===== src/design/t2i_pkg.sv =====
// shared types and constants for the 2d table interpolator
`default_nettype none
package t2i_pkg;
	localparam int MaxRowsDef = 128;
	localparam int MaxColsDef = 128;
	localparam logic [1:0] ACT_POINT  = 2'd0;
	localparam logic [1:0] ACT_HEADER = 2'd1;
	localparam logic [1:0] ACT_QUERY  = 2'd2;

	typedef enum logic [4:0] {
		ST_IDLE, ST_YRD0, ST_YCHK0, ST_YRDL, ST_YCHKL, ST_YSCAN, ST_YSCANW,
		ST_ROWSET, ST_RC, ST_RCW, ST_X0, ST_X0W, ST_XL, ST_XLW, ST_XSCAN, ST_XSCANW,
		ST_ROWLERP, ST_ROWDONE, ST_YLERP, ST_LERPW, ST_OUT
	} state_t;

	typedef struct packed {
		logic start;
	} lerp_ctl_t;
endpackage
`default_nettype wire


===== src/design/t2i_lerp.sv =====
// one clamped linear step: serial divider then one multiply
`default_nettype none
module t2i_lerp
	import t2i_pkg::*;
(
	input  wire logic        clk,
	input  wire logic        arst_n,
	input  wire lerp_ctl_t   ctl,
	input  wire logic [31:0] a,
	input  wire logic [31:0] b,
	input  wire logic [31:0] za,
	input  wire logic [31:0] zb,
	input  wire logic [31:0] v,
	output logic             done,
	output logic [31:0]      z
);
	logic [1:0]  ph_q;
	logic [5:0]  cnt_q;
	logic [32:0] den_q, rem_q;
	logic [61:0] num_q;
	logic [30:0] w_q;
	logic [32:0] dz_q;
	logic [31:0] za_q;
	logic [64:0] p_q;
	logic [33:0] trial;
	logic [32:0] rem_sh;
	logic [32:0] vd;
	logic signed [63:0] prod_s;

	assign vd     = {v[31], v} - {a[31], a};
	assign rem_sh = {rem_q[31:0], num_q[61]};
	assign trial  = {1'b0, rem_sh} - {1'b0, den_q};
	assign prod_s = $signed({1'b0, w_q}) * $signed(dz_q);

	always_ff @(posedge clk or negedge arst_n) begin
		if (!arst_n) begin
			ph_q <= 2'd0;
			done <= 1'b0;
		end else begin
			done <= 1'b0;
			unique case (ph_q)
				2'd0: if (ctl.start) begin
					za_q <= za;
					dz_q <= {zb[31], zb} - {za[31], za};
					if ($signed(v) <= $signed(a)) begin
						z <= za; done <= 1'b1;
					end else if ($signed(v) >= $signed(b)) begin
						z <= zb; done <= 1'b1;
					end else begin
						den_q <= {b[31], b} - {a[31], a};
						// (v - a) scaled by 2^30
						num_q <= {vd[31:0], 30'd0};
						rem_q <= 33'd0;
						cnt_q <= 6'd0;
						ph_q  <= 2'd1;
					end
				end
				2'd1: begin
					if (!trial[33]) begin
						rem_q <= trial[32:0];
						w_q   <= {w_q[29:0], 1'b1};
					end else begin
						rem_q <= rem_sh;
						w_q   <= {w_q[29:0], 1'b0};
					end
					num_q <= {num_q[60:0], 1'b0};
					cnt_q <= cnt_q + 6'd1;
					if (cnt_q == 6'd61) ph_q <= 2'd2;
				end
				2'd2: begin
					p_q  <= {prod_s[63], prod_s};
					ph_q <= 2'd3;
				end
				default: begin
					z    <= za_q + p_q[61:30];
					done <= 1'b1;
					ph_q <= 2'd0;
				end
			endcase
		end
	end
endmodule
`default_nettype wire


===== config.mk =====
export PLATFORM = sky130hd
export DESIGN_NAME = t2i_lerp
export DESIGN_NICKNAME = d
export VERILOG_FILES = /design/src/design/t2i_pkg.sv /design/src/design/t2i_lerp.sv
export SDC_FILE = /design/constraint.sdc
export NUM_CORES = 2
export LEC_CHECK = 0
export BUFFER_PORTS_ARGS = -buffer_cell sky130_fd_sc_hd__buf_4
export CAP_MARGIN = 20
export CORE_MARGIN = 2
export CORE_UTILIZATION = 37
export CTS_BUF_LIST = sky130_fd_sc_hd__clkbuf_4 sky130_fd_sc_hd__clkbuf_8
export CTS_CLUSTER_DIAMETER = 50
export DETAILED_ROUTE_END_ITERATION = 7
export PLACE_DENSITY = 0.54
export SYNTH_ARGS = -nofsm -noshare
export SYNTH_HDL_FRONTEND = slang
export SYNTH_SLANG_ARGS = --single-unit
export TNS_END_PERCENT = 50

===== constraint.sdc =====
create_clock -name clk -period 10.25 [get_ports clk]
set_input_delay 3.075 -clock clk [delete_from_list [all_inputs] [get_ports clk]]
set_output_delay 3.075 -clock clk [all_outputs]
set_load 0.1 [all_outputs]

* Word-level counts from Yosys, hierarchy flattened
Cells that the tools add are included.
** Cells by class
- Equality and inequality tests :: 8
- Reduce and logical (&&, ||, !) cells :: 10
- Bitwise gates (word level) :: 3
- Multipliers :: 1
- Mux-type cells :: 27
- $add $sub $neg :: 6
- $lt $le $gt $ge :: 2
** Operators by type and width (count)
- two-way mux 32 bit :: 7
- two-way mux 62 bit :: 3
- one-hot mux 32 bit (2 select lines) :: 2
- one-hot mux 62 bit (2 select lines) :: 1
- subtractor 32 x 32 -> 33 bit :: 2
- multiplier 32 x 33 -> 62 bit :: 1
- subtractor 33 x 33 -> 34 bit :: 1
- adder 32 bit :: 1
- greater-or-equal comparator 32 bit :: 1
- <= comparator 32 bit :: 1
- subtractor 32 bit :: 1
- two-way mux 6 bit :: 3
- one-hot mux 6 bit (2 select lines) :: 1
- AND reduction 5 bit :: 2
- two-way mux 2 bit :: 4
- inequality test 2 bit (second input constant) :: 4
- AND reduction 4 bit :: 2
- adder 6 x 1 -> 6 bit (second input constant) :: 1
- equality test 6 bit (second input constant) :: 1
- one-hot mux 2 bit (3 select lines) :: 1
- two-way mux 1 bit :: 4
- AND reduction 2 bit :: 2
- inequality test 3 bit (second input constant) :: 1
- NOT 1 bit :: 3
- 7 further kinds :: 7
** Storage, ports and cells
- Input bits :: 163
- Register bits :: 326
- Output and inout bits :: 33

* Logic depth before layout (Yosys ltp)
- Word-level depth :: 5
- Depth in mapped cells :: 30
- Mapped depth without buffers :: 29

* Worst setup path before layout
Ideal clock, no wire load.
- Path kind :: input to register
- Start :: input a[2]
- End :: register z[0] (enable)
- Data required time :: 9782 ps
- Slack :: 2218 ps
- Path buffers :: 1
- Arrival time :: 7564 ps
- Cell stages on the path :: 14
- Library setup time :: 468 ps
- Cell sequence :: inv_1 ha_1 nor2b_1 o21a_2 o21ai_2 a211o_1 a21oi_1 a311oi_1 and3_1 o32a_1 or3_1 buf_2 a21oi_1 nor3b_1
** Between the ends
- Word-level cells in the longest chain between the ends :: 3
** RTL lines
- start, declared :: RTL line t2i_lerp.sv:9 : input wire logic [31:0] a,
- <= comparator 32 bit :: RTL line t2i_lerp.sv:45 : if ($signed(v) <= $signed(a)) begin
- inequality test 3 bit (no source line)
- AND reduction 4 bit (no source line)
- end signal, assigned :: RTL line t2i_lerp.sv:75 : z <= za_q + p_q[61:30];
- end, declared :: RTL line t2i_lerp.sv:15 : output logic [31:0] z
Every way passes these cells.
A chain may end at the register's enable or synchronous reset.

* Final worst setup path
- Start :: register w_q[3]
- End :: register p_q[60], data pin
** Between the ends
- Word-level cells in the longest chain between the ends :: 1
** RTL lines
- start, declared :: RTL line t2i_lerp.sv:21 : logic [30:0] w_q;
- start signal, assigned :: RTL line t2i_lerp.sv:61 : w_q <= {w_q[29:0], 1'b1};
- start signal, assigned :: RTL line t2i_lerp.sv:64 : w_q <= {w_q[29:0], 1'b0};
- multiplier 32 x 33 -> 62 bit :: RTL line t2i_lerp.sv:33 : assign prod_s = $signed({1'b0, w_q}) * $signed(dz_q);
- named net prod_s[60] :: RTL line t2i_lerp.sv:28 : logic signed [63:0] prod_s;
- end signal, assigned :: RTL line t2i_lerp.sv:71 : p_q <= {prod_s[63], prod_s};
- end, declared :: RTL line t2i_lerp.sv:24 : logic [64:0] p_q;
The timed path passes the listed nets, and every way through them passes these cells.

==> impl_metrics.yaml <==
critical_path:
  r2r_slack_ns: 1.21
  critPathCapture: "p_q[60]"
  worst-setup-path-type: "reg -> reg"
  critPathMaxStageDelay_ns: 0.86
  arrival_ns: 9.47
  ff2ff_path_depth: 25
  startpoint: "w_q[3]"
  critPathMostFrequentCell: "fa_1"
  critPathMaxFanout: 22
  cp_slowest_cell: "edfxtp_1"
  worst_setup_path_end_kind: "register"
  crit_family: "adder cells"
  worstPathRequired_ns: 10.68
  path_buf_inv: 4
  path_depth: 25
  critPathLaunchType: "register"
  r2r_start: "w_q[3]"
  worstReg2RegEnd: "p_q[60]"
placed_design:
  place.port_buffers: 195
  dpl.hpwl_mm: 121
  gp_congestion: 0.894
global_routing:
  grt_pass1_wl_mm: 237
  gr-usage-all-layers_pct: 20.9
  grt_max_degree: 73
  grt_overflow: 0
  antenna_found_initial: 12
  first_global_vias: 40200
cells_and_area:
  drive_above_1_share_pct: 7.63
  fin_nets: 7145
  multi_input_area_mm2: 0.0399
  seq_area_mm2: 0.00797
  fill_cells: 14100
  syn2layout_area_growth_pct: 9.61
flow_run:
  maxCapViolations: 0
drt:
  first_pass_iters: 5
  avgViaCountPerCell: 4.95
  wl_per_cell_um: 19.8
  dr.first_iter.drc_count: 2200
  num_vias: 37100
  route.detailed.drc: 0
  wirelength_mm: 148
  ant_nets: 0
clocking:
  cts-resized-gates: 0
  htree_levels: 2
  numCtsBuffers: 56
  tritoncts: "yes"
  clockBufferDepth: 3
  cts_setup_buffers: 0
  cts.clk_slew.worst_paths_ns: 0.06
  cts.sinks: 266
  cts_hold_buf: 0
  clk_latency_ns: 0.72
  root_buffer: "clkbuf_8"
logic_synthesis:
  synth-seq-area-share_pct: 15.1
  yosys-top-cells-area: "fa_1 (40%), edfxtp_1 (15%), ha_1 (8.9%)"
  synth_top_area_cell: "fa_1"
  synth-edff-count: 263
  netlist_area_mm2: 0.0529
  yosys.area.top_type_share_pct: 39.8
  ys_types: 79
  post_synth.cell_area_avg_um2: 9.76
  synth_fp_nets: 7014
  ys_seq_elements: 266
  async_flop_share_pct: 1.13
  ys_warn_count: 0
  synth_ff_type: "edfxtp_1"
  netlist_instances: 5421
timing:
  fin_crit_sh_pct: 88.2
  skew_ns: 0.0538
  max-slew-margin-rel_pct: 23.5
  rsz0062_at_grt: "no"
  clock.fmax_mhz: 111
  finalCriticalPeriod_ns: 9.04
  tightest_slew_ns: 1.15
  setup_viol: 0
  drv_slew: 0
  fin_tns_setup_ns: 0
  hold_viol: 0
floorplanning:
  die_y_um: 382
  num_rows: 138
  coreArea_mm2: 0.142
  start_util_pct: 37.3
  die_w_um: 382
  io_pins: 196
  die-area_mm2: 0.146
hold_path:
  hold_class: "reg -> reg"
  worstHoldStart: "num_q[48]"
status:
  status: "completed"
cell families (layout without fill, tap and decap cells):
group	after synthesis	in the layout	synth area share, %
compound gates	604	604	7.31
buf+inv	1328	1504	9.50
other cells	0	9	0
simple gates	1555	1555	15.3
flops	266	266	15.1
fa+ha+maj	1430	1430	48.8
mux	56	56	1.08
xor+xnor	182	182	3.01
tightest hold or removal path, delay by kind of cell, from the launching register on:
kind | cells | cell delay [ns]
simple gates | 1 | 0.05
flops | 1 | 0.32
compound gates | 1 | 0.06
flip-flops by register name (all words and copies together) (netlist names):
register	flops
za_q	32
done	1
z	32
dz_q	33
w_q	31
cnt_q	6
den_q	33
p_q	32
ph_q	2
rem_q	32
num_q	32
cell type report:
cell class                 count  share of cell area [%]
timing repair buffer         300                    3.97
sequential                   266                    13.7
clock buffer                  64                    1.43
antenna                        9                  0.0388
inverter                    1101                    7.13
multi-input combinational   3827                    68.9
tap                         1890                    4.08
clock inverter                39                   0.738
routing by layer:
layer  global-route usage [%]  wire length (um)  up-vias
met5                        0                18        -
met2                     33.6             68700      862
met1                     29.8             68200    19100
met4                     4.70              2890        4
met3                     3.32              8570      130
li1                         -                 -    17100
worst min-delay path by stage:
stage | depth (start not counted) | slack [ns] | to
2_1_floorplan | 2 | 0.50 | num_q[38]
3_3_place_gp | 2 | 0.51 | num_q[49]
3_5_place_dp | 2 | 0.52 | num_q[32]
4_1_cts | 2 | 0.53 | num_q[49]
5_1_grt | 2 | 0.55 | num_q[45]
6_report | 2 | 0.53 | num_q[49]
layout by cell type (no fill, tap or decap), drive strengths merged, types with 11 or more instances in the layout:
| master | instances |
|---|---|
| clkinv | 25 |
| mux2i | 49 |
| edfxtp | 263 |
| buf | 300 |
| nand2b | 39 |
| inv | 1103 |
| a21o | 80 |
| nand3 | 34 |
| o21ai | 127 |
| xor2 | 60 |
| o21a | 30 |
| nor2 | 154 |
| nor4 | 12 |
| ha | 377 |
| and2 | 657 |
| nor2b | 33 |
| a211o | 16 |
| a31oi | 16 |
| fa | 1053 |
| a21oi | 187 |
| nand2 | 499 |
| nand4 | 31 |
| nor3 | 30 |
| clkbuf | 64 |
| a211oi | 25 |
| and3 | 22 |
| o211ai | 11 |
| o31ai | 15 |
| xnor2 | 122 |
| o21bai | 23 |
stage by stage:
stage | setup WS (ns) | hold WS [ns] | cells | instance area (um^2) | utilization [%]
global placement | 1.11 | 0.513 | 7380 | 56600 | 40.0
floorplan | 2.22 | 0.498 | 5421 | 52900 | -
finish | 1.21 | 0.527 | 7496 | 58000 | 40.9
detailed placement | 1.05 | 0.516 | 7381 | 56700 | 40.0
CTS | 0.966 | 0.533 | 7484 | 57900 | 40.9
global route | 0.812 | 0.554 | 7493 | 58000 | 40.9
synthesized netlist by cell type (all sizes together) (6+ instances only):
master / n
o31ai: 15
nand2: 499
o21bai: 23
o2111ai: 7
nor2: 154
buf: 10
a211o: 16
and2: 657
nor3: 30
xor2: 60
nor4: 12
nor2b: 33
xnor2: 122
nand4: 31
nor3b: 6
mux2i: 49
or2: 8
a21o: 80
edfxtp: 263
o22ai: 8
o21ai: 127
a211oi: 25
inv: 1101
a21boi: 9
nor4b: 6
a31oi: 16
o21a: 30
ha: 377
a2111oi: 6
fa: 1053
a21oi: 187
and3: 22
a41oi: 6
mux2: 7
nand2b: 39
a221oi: 6
clkbuf: 217
o211ai: 11
nand3: 34
Power is not shown: default switching activity piles up to over one toggle a cycle in this logic, so the estimate is an artifact.
